## src/hdl/hbud_pkg.sv

```systemverilog
package hbud_pkg;

	localparam int CFG_AW = 2;
	localparam int CFG_DW = 10;

	localparam logic [CFG_AW-1:0] REG_MTU_LEN       = 2'd0;
	localparam logic [CFG_AW-1:0] REG_FLAG_BYTE     = 2'd1;
	localparam logic [CFG_AW-1:0] REG_ESCAPE_BYTE   = 2'd2;
	localparam logic [CFG_AW-1:0] REG_ESCAPE_MASK   = 2'd3;

	localparam logic [9:0] RST_MTU_LEN       = 10'd500;
	localparam logic [7:0] RST_FLAG_BYTE     = 8'd126;
	localparam logic [7:0] RST_ESCAPE_BYTE   = 8'd125;
	localparam logic [7:0] RST_ESCAPE_MASK   = 8'd32;

	localparam logic [1:0] EV_DATA    = 2'd0;
	localparam logic [1:0] EV_ACCEPT  = 2'd1;
	localparam logic [1:0] EV_DISCARD = 2'd2;

	typedef struct packed {
		logic [9:0] mtu_len;
		logic [7:0] flag_byte;
		logic [7:0] escape_byte;
		logic [7:0] escape_mask;
	} cfg_t;

	typedef struct packed {
		logic [7:0] out_byte;
		logic [1:0] event_res;
		logic [9:0] frm_len;
	} res_t;

endpackage

```

## src/hdl/hbud_cfg.sv

```systemverilog
module hbud_cfg
	import hbud_pkg::*;
(
	input  logic              clk,
	input  logic              arst_n,
	input  logic              we,
	input  logic [CFG_AW-1:0] addr,
	input  logic [CFG_DW-1:0] wdata,
	output cfg_t              cfg
);

	cfg_t cfg_q;

	always_ff @(posedge clk or negedge arst_n) begin
		if (!arst_n) begin
			cfg_q.mtu_len       <= RST_MTU_LEN;
			cfg_q.flag_byte     <= RST_FLAG_BYTE;
			cfg_q.escape_byte   <= RST_ESCAPE_BYTE;
			cfg_q.escape_mask   <= RST_ESCAPE_MASK;
		end else if (we) begin
			case (addr)
				REG_MTU_LEN:       cfg_q.mtu_len       <= wdata[9:0];
				REG_FLAG_BYTE:     cfg_q.flag_byte     <= wdata[7:0];
				REG_ESCAPE_BYTE:   cfg_q.escape_byte   <= wdata[7:0];
				REG_ESCAPE_MASK:   cfg_q.escape_mask   <= wdata[7:0];
				default: ;
			endcase
		end
	end

	assign cfg = cfg_q;

endmodule

```

## src/hdl/hbud_core.sv

```systemverilog
module hbud_core
	import hbud_pkg::*;
#(
	parameter int FRAME_CAP = 512
) (
	input  logic       clk,
	input  logic       arst_n,
	input  logic       en,
	input  logic [7:0] rx_byte,
	input  cfg_t       cfg,
	output logic       res_valid,
	output res_t       res
);

	localparam int CW = $clog2(FRAME_CAP + 1);
	localparam int LW = (CW > 10) ? CW : 10;

	logic          in_frame_q;
	logic          esc_pending_q;
	logic [CW-1:0] count_q;

	logic          in_frame_d;
	logic          esc_pending_d;
	logic [CW-1:0] count_d;

	logic          is_flag;
	logic          is_esc;
	logic [7:0]    data_byte;
	logic          at_cap;
	logic          len_ok;

	assign is_flag   = (rx_byte == cfg.flag_byte);
	assign is_esc    = (rx_byte == cfg.escape_byte);
	assign data_byte = esc_pending_q ? (rx_byte ^ cfg.escape_mask) : rx_byte;
	assign at_cap    = (count_q >= CW'(FRAME_CAP));
	assign len_ok    = (LW'(count_q) <= LW'(cfg.mtu_len));

	always_comb begin
		in_frame_d    = in_frame_q;
		esc_pending_d = esc_pending_q;
		count_d       = count_q;
		res_valid     = 1'b0;
		res.out_byte  = 8'd0;
		res.event_res = EV_DATA;
		res.frm_len   = 10'd0;
		if (is_flag) begin
			if (in_frame_q && (count_q != '0)) begin
				res_valid     = 1'b1;
				res.event_res = len_ok ? EV_ACCEPT : EV_DISCARD;
				res.frm_len   = 10'(count_q);
			end
			in_frame_d    = 1'b1;
			esc_pending_d = 1'b0;
			count_d       = '0;
		end else if (in_frame_q) begin
			if (is_esc) begin
				esc_pending_d = 1'b1;
			end else if (at_cap) begin
				res_valid     = 1'b1;
				res.event_res = EV_DISCARD;
				res.frm_len   = 10'(count_q);
				in_frame_d    = 1'b0;
				esc_pending_d = 1'b0;
				count_d       = '0;
			end else begin
				res_valid     = 1'b1;
				res.out_byte  = data_byte;
				esc_pending_d = 1'b0;
				count_d       = count_q + 1'b1;
			end
		end
	end

	always_ff @(posedge clk or negedge arst_n) begin
		if (!arst_n) begin
			in_frame_q    <= 1'b0;
			esc_pending_q <= 1'b0;
			count_q       <= '0;
		end else if (en) begin
			in_frame_q    <= in_frame_d;
			esc_pending_q <= esc_pending_d;
			count_q       <= count_d;
		end
	end

endmodule

```

## src/hdl/hdlc_byte_unstuff_deframer.sv

```systemverilog
// hdlc byte-stuffing deframer
// s_axis carries one raw received byte per beat in tdata[7:0].
// m_axis carries one event per beat: tdata[7:0] unstuffed byte, tdata[17:8]
// frame length, tuser[1:0] event (data, frame accepted, frame discarded).
// data events carry a zero length, end and discard events a zero byte.
// escape bytes, bytes outside a frame and flag bytes that close no non-empty frame produce no beat.
// cfg port: cfg_we writes cfg_wdata into register cfg_addr
// (0 max frame length, 1 flag, 2 escape, 3 escape mask); write only when idle.
// pipeline: two register stages; an event passes from the input register
// through the frame logic into the output register before it is valid on m_axis.
// throughput: one byte per cycle while m_axis is not stalled; the frame
// state (in-frame, escape pending, byte count) is updated between the
// input register and the output register.
// a stalled m_axis holds its beat; one more byte is taken into the input
// register, then s_axis_tready drops until the output beat is taken.
// reset clears the frame state and loads the register defaults
// (500, 0x7e, 0x7d, 0x20); no clearing pass is needed.
module hdlc_byte_unstuff_deframer
	import hbud_pkg::*;
#(
	parameter int FRAME_CAP = 512
) (
	input  logic              clk,
	input  logic              arst_n,
	input  logic              s_axis_tvalid,
	output logic              s_axis_tready,
	input  logic [7:0]        s_axis_tdata,  // rx_byte
	output logic              m_axis_tvalid,
	input  logic              m_axis_tready,
	output logic [23:0]       m_axis_tdata,  // out_byte, frm_len, zero fill
	output logic [1:0]        m_axis_tuser,  // event_res
	input  logic              cfg_we,
	input  logic [CFG_AW-1:0] cfg_addr,
	input  logic [CFG_DW-1:0] cfg_wdata
);

	cfg_t       cfg;
	logic       valid_s1;
	logic [7:0] byte_s1;
	logic       adv;
	logic       res_valid;
	res_t       res;
	logic       out_valid_q;
	res_t       out_q;

	hbud_cfg u_cfg (
		.clk   (clk),
		.arst_n(arst_n),
		.we    (cfg_we),
		.addr  (cfg_addr),
		.wdata (cfg_wdata),
		.cfg   (cfg)
	);

	assign adv           = !out_valid_q || m_axis_tready;
	assign s_axis_tready = !valid_s1 || adv;

	always_ff @(posedge clk or negedge arst_n) begin
		if (!arst_n) begin
			valid_s1 <= 1'b0;
		end else if (s_axis_tready) begin
			valid_s1 <= s_axis_tvalid;
		end
	end

	always_ff @(posedge clk) begin
		if (s_axis_tvalid && s_axis_tready) begin
			byte_s1 <= s_axis_tdata;
		end
	end

	hbud_core #(
		.FRAME_CAP(FRAME_CAP)
	) u_core (
		.clk      (clk),
		.arst_n   (arst_n),
		.en       (valid_s1 && adv),
		.rx_byte  (byte_s1),
		.cfg      (cfg),
		.res_valid(res_valid),
		.res      (res)
	);

	always_ff @(posedge clk or negedge arst_n) begin
		if (!arst_n) begin
			out_valid_q <= 1'b0;
		end else if (adv) begin
			out_valid_q <= valid_s1 && res_valid;
		end
	end

	always_ff @(posedge clk) begin
		if (adv && valid_s1 && res_valid) begin
			out_q <= res;
		end
	end

	assign m_axis_tvalid = out_valid_q;
	assign m_axis_tdata  = {6'd0, out_q.frm_len, out_q.out_byte};
	assign m_axis_tuser  = out_q.event_res;

endmodule
```

## config.mk

```make
export PLATFORM = sky130hd
export DESIGN_NAME = hdlc_byte_unstuff_deframer
export DESIGN_NICKNAME = d
export VERILOG_FILES = /design/src/hdl/hbud_pkg.sv /design/src/hdl/hbud_cfg.sv /design/src/hdl/hbud_core.sv /design/src/hdl/hdlc_byte_unstuff_deframer.sv
export SDC_FILE = /design/constraint.sdc
export NUM_CORES = 1
export LEC_CHECK = 0
export BUFFER_PORTS_ARGS = -buffer_cell sky130_fd_sc_hd__buf_4
export CAP_MARGIN = 40
export CORE_MARGIN = 8
export CORE_UTILIZATION = 40
export DETAILED_ROUTE_END_ITERATION = 10
export PLACE_DENSITY_LB_ADDON = 0.25
export SETUP_SLACK_MARGIN = 0.2
export SYNTH_ARGS = -nofsm -noshare
export SYNTH_HDL_FRONTEND = slang
export SYNTH_HIERARCHICAL = 1
export SYNTH_SLANG_ARGS = --single-unit
```

## constraint.sdc

```tcl
create_clock -name clk -period 5.4 [get_ports clk]
set_input_delay 0.27 -clock clk [delete_from_list [all_inputs] [get_ports clk]]
set_output_delay 0.27 -clock clk [all_outputs]
set_load 0.005 [all_outputs]
```

==> out/results.ini <==
[status]
status=finished clean

[clocking]
clock_path_buffers=2
clkSlewWorstSetupHoldPaths_ps=80
cts_tree=done
insertion_delay_ps=350
clkSinkCount=76
ctsRootBufferMaster=clkbuf_8
htree_levels=3
numCtsBuffers=9
cts_setup_buffers=0
cts_resized=0
hold_buffers=1

[sta]
skew_ps=9.66
setup_viol=0
fin_crit_ps=2460
tns_ps=0
max_clock_freq_mhz=406
hold_viol=0
grt_setup_unrepaired=no
drv_slew=0
period_share=0.456
tightestPinTransition_ps=835
relSlewSlack=0.441
hold_ws_ps=92.6

[power_and_ir_drop]
p_leak_nw=1.78
p_total_mw=1.44
vdd_drop_max_mv=0.117
p_per_area_nw_per_um2=333

[global_routing]
grt-ovfl-total=0
grt_max_degree=49
track_usage=0.132
grt_pass1_vias=2434
met2_usage=0.197
grt-busiest-layer=met2
use_met1=0.175
grt_pass1_wl_um=12800
antenna_found_initial=0
met3_usage=0.0333

[floorplan]
die_h_um=112
fp.dieW_um=112
ios=53
core-area_um2=9110
dieArea_um2=12600
start_util=0.408
fp-row-count=35

[hold_path]
holdCritStartpoint=s_axis_tdata[4]
whs_path_depth=1
hp-class=in -> reg
worstHoldEndpoint=byte_s1[4]

[critical_path]
regToRegSetupSlack_ps=2940
cp_max_fo=20
reg2reg_to=m_axis_tuser[0]
arrival_ps=2570
crit_chain=xor2_1 -> nor4_2 -> nand2_1 -> nand2b_1 -> nand2_1 -> nand2_1 -> nor2b_2 -> buf_8
r2r-start=byte_s1[7]
path_class=reg -> reg
endpoint_kind=flop
critPathMostFrequentCell=nand2_1
ff2ff_path_depth=8
max_stage_delay_ps=440
startpoint_type=flop
cp.required_ps=5500
crit_slowest_cell=edfxtp_1

[finish]
diodes=0
post-route-util=0.474
drive_gt1_frac=0.356
nNetsFinal=386
area_delta_synth_final_pct=16.3

[synth]
synthFlopType=dfrtp_1
ys_ff_latch=76
ys_seq_area_frac=0.556
async_flop_share=0.632
ys_warn_count=6
synth_top_area_share=0.226
synth-edff-count=28
yosys.area.top_type=edfxtp_1
synth.area.top_cells=edfxtp_1 (23%), dfrtp_1 (20%), dfstp_2 (13%)
yosysUniqueCellTypes=46
syn_area_um2=3720
synthCells=299
syn_avg_cell_area_um2=12.4

[detailed_routing]
wire_per_inst_um=17.1
drcViolationCount=0
via_per_inst=5.21
drtIter0Drc=89
final_antenna_net_count=0
routed_wl_um=7950
vias=2422
drtPass1Iterations=5

[place]
gp_congestion=0.819
portBuffers=46
dpl.hpwl_um=5910

[flow_run]
maxCapViolCount=0

registers in the layout, indices dropped and copies added, names as in the netlist, 2 cells and up:
register / flops
u_cfg/cfg: 34
u_core/count_q: 10
m_axis_tuser: 2
byte_s1: 8
m_axis_tdata: 18
placed cells by master (no fill, tap or decap), types with 8 or more instances in the layout:
master / instances
dfrtp_1: 29
nand2_1: 23
edfxtp_1: 28
mux2_2: 35
nor3_1: 10
clkbuf_8: 9
xnor2_1: 8
inv_1: 13
xor2_1: 16
o21ai_0: 13
nor2b_1: 11
dfstp_2: 19
buf_4: 46
ha_1: 12
worst max-delay path by stage:
stage	from	to	cells after the start
floorplan	byte_s1[7]	m_axis_tdata[0]	6
global placement	u_cfg/cfg[20]	m_axis_tdata[10]	7
detailed placement	byte_s1[7]	m_axis_tdata[9]	8
CTS	byte_s1[7]	m_axis_tuser[0]	8
global route	byte_s1[7]	m_axis_tdata[17]	8
finish	byte_s1[7]	m_axis_tuser[0]	8
metal layers:
metal  part of all wire  vias to the layer above  wire (um)
met1               0.48                     1175       3810
met3              0.057                       11        455
met4              0.016                        0        126
met2               0.45                       75       3560
li1                   -                     1161          -
met5                  0                        -          0
power by group:
part           internal, mW  leakage, nW  switching [mW]
Sequential            0.711        0.811          0.0633
Combinational         0.153        0.893           0.144
Clock                 0.165       0.0791           0.203
Total                  1.03         1.78           0.411
final cells by class:
cell class              instances  area [um^2]
well taps                     111          139
repair buffers                 48          370
clock buffers                  11          131
flip-flops and latches         76         2070
fillers                       867         4790
inverters                      13         48.8
clock inverters                 5         30.0
multi-input cells             201         1540
cell families (layout without fill, tap and decap cells):
logic type	Yosys count	count (layout)	share of synthesized area
other	1	6	0.00101
xor gates and xnor gates	24	24	0.0566
adders and majority gates	12	12	0.0404
buffers and inverters	27	77	0.0364
DFF	76	76	0.556
and+or+nand+nor	84	84	0.132
AOI/OAI and AO/OA	40	40	0.0721
muxes	35	35	0.106
cells in the mapped netlist (2+ instances only):
cell / n
a32o_1: 3
a31oi_1: 4
nand2_1: 23
buf_2: 3
and2_1: 3
a21oi_1: 6
nor2b_1: 12
clkbuf_1: 3
ha_1: 12
mux2_2: 35
nand3b_2: 2
nand4_1: 5
xnor2_1: 8
xor2_1: 16
o21ai_0: 13
nand3_1: 2
nand2b_1: 4
buf_4: 6
a41oi_1: 3
o22ai_1: 2
and3_1: 7
nor2_1: 7
nor4_2: 2
dfrtp_1: 29
edfxtp_1: 28
dfstp_2: 19
nor3b_1: 2
nor3_1: 10
inv_1: 13
through the flow:
| stage | std cells | instance area, um^2 | worst slack (ps) |
|---|---|---|---|
| after global placement | 447 | 4140 | 2770 |
| final | 465 | 4320 | 2940 |
| after global routing | 465 | 4320 | 2750 |
| after CTS | 465 | 4320 | 2970 |
| after detailed placement | 448 | 4150 | 2990 |
| after floorplan | 304 | 3730 | 2780 |
critical path, delay by kind of cell (launching register included):
| family | cells | cell delay, ps |
|---|---|---|
| xor gates and xnor gates | 1 | 180 |
| DFF | 1 | 440 |
| buffers and inverters | 1 | 160 |
| and+or+nand+nor | 6 | 1450 |
(Power assumes the default switching activity.)
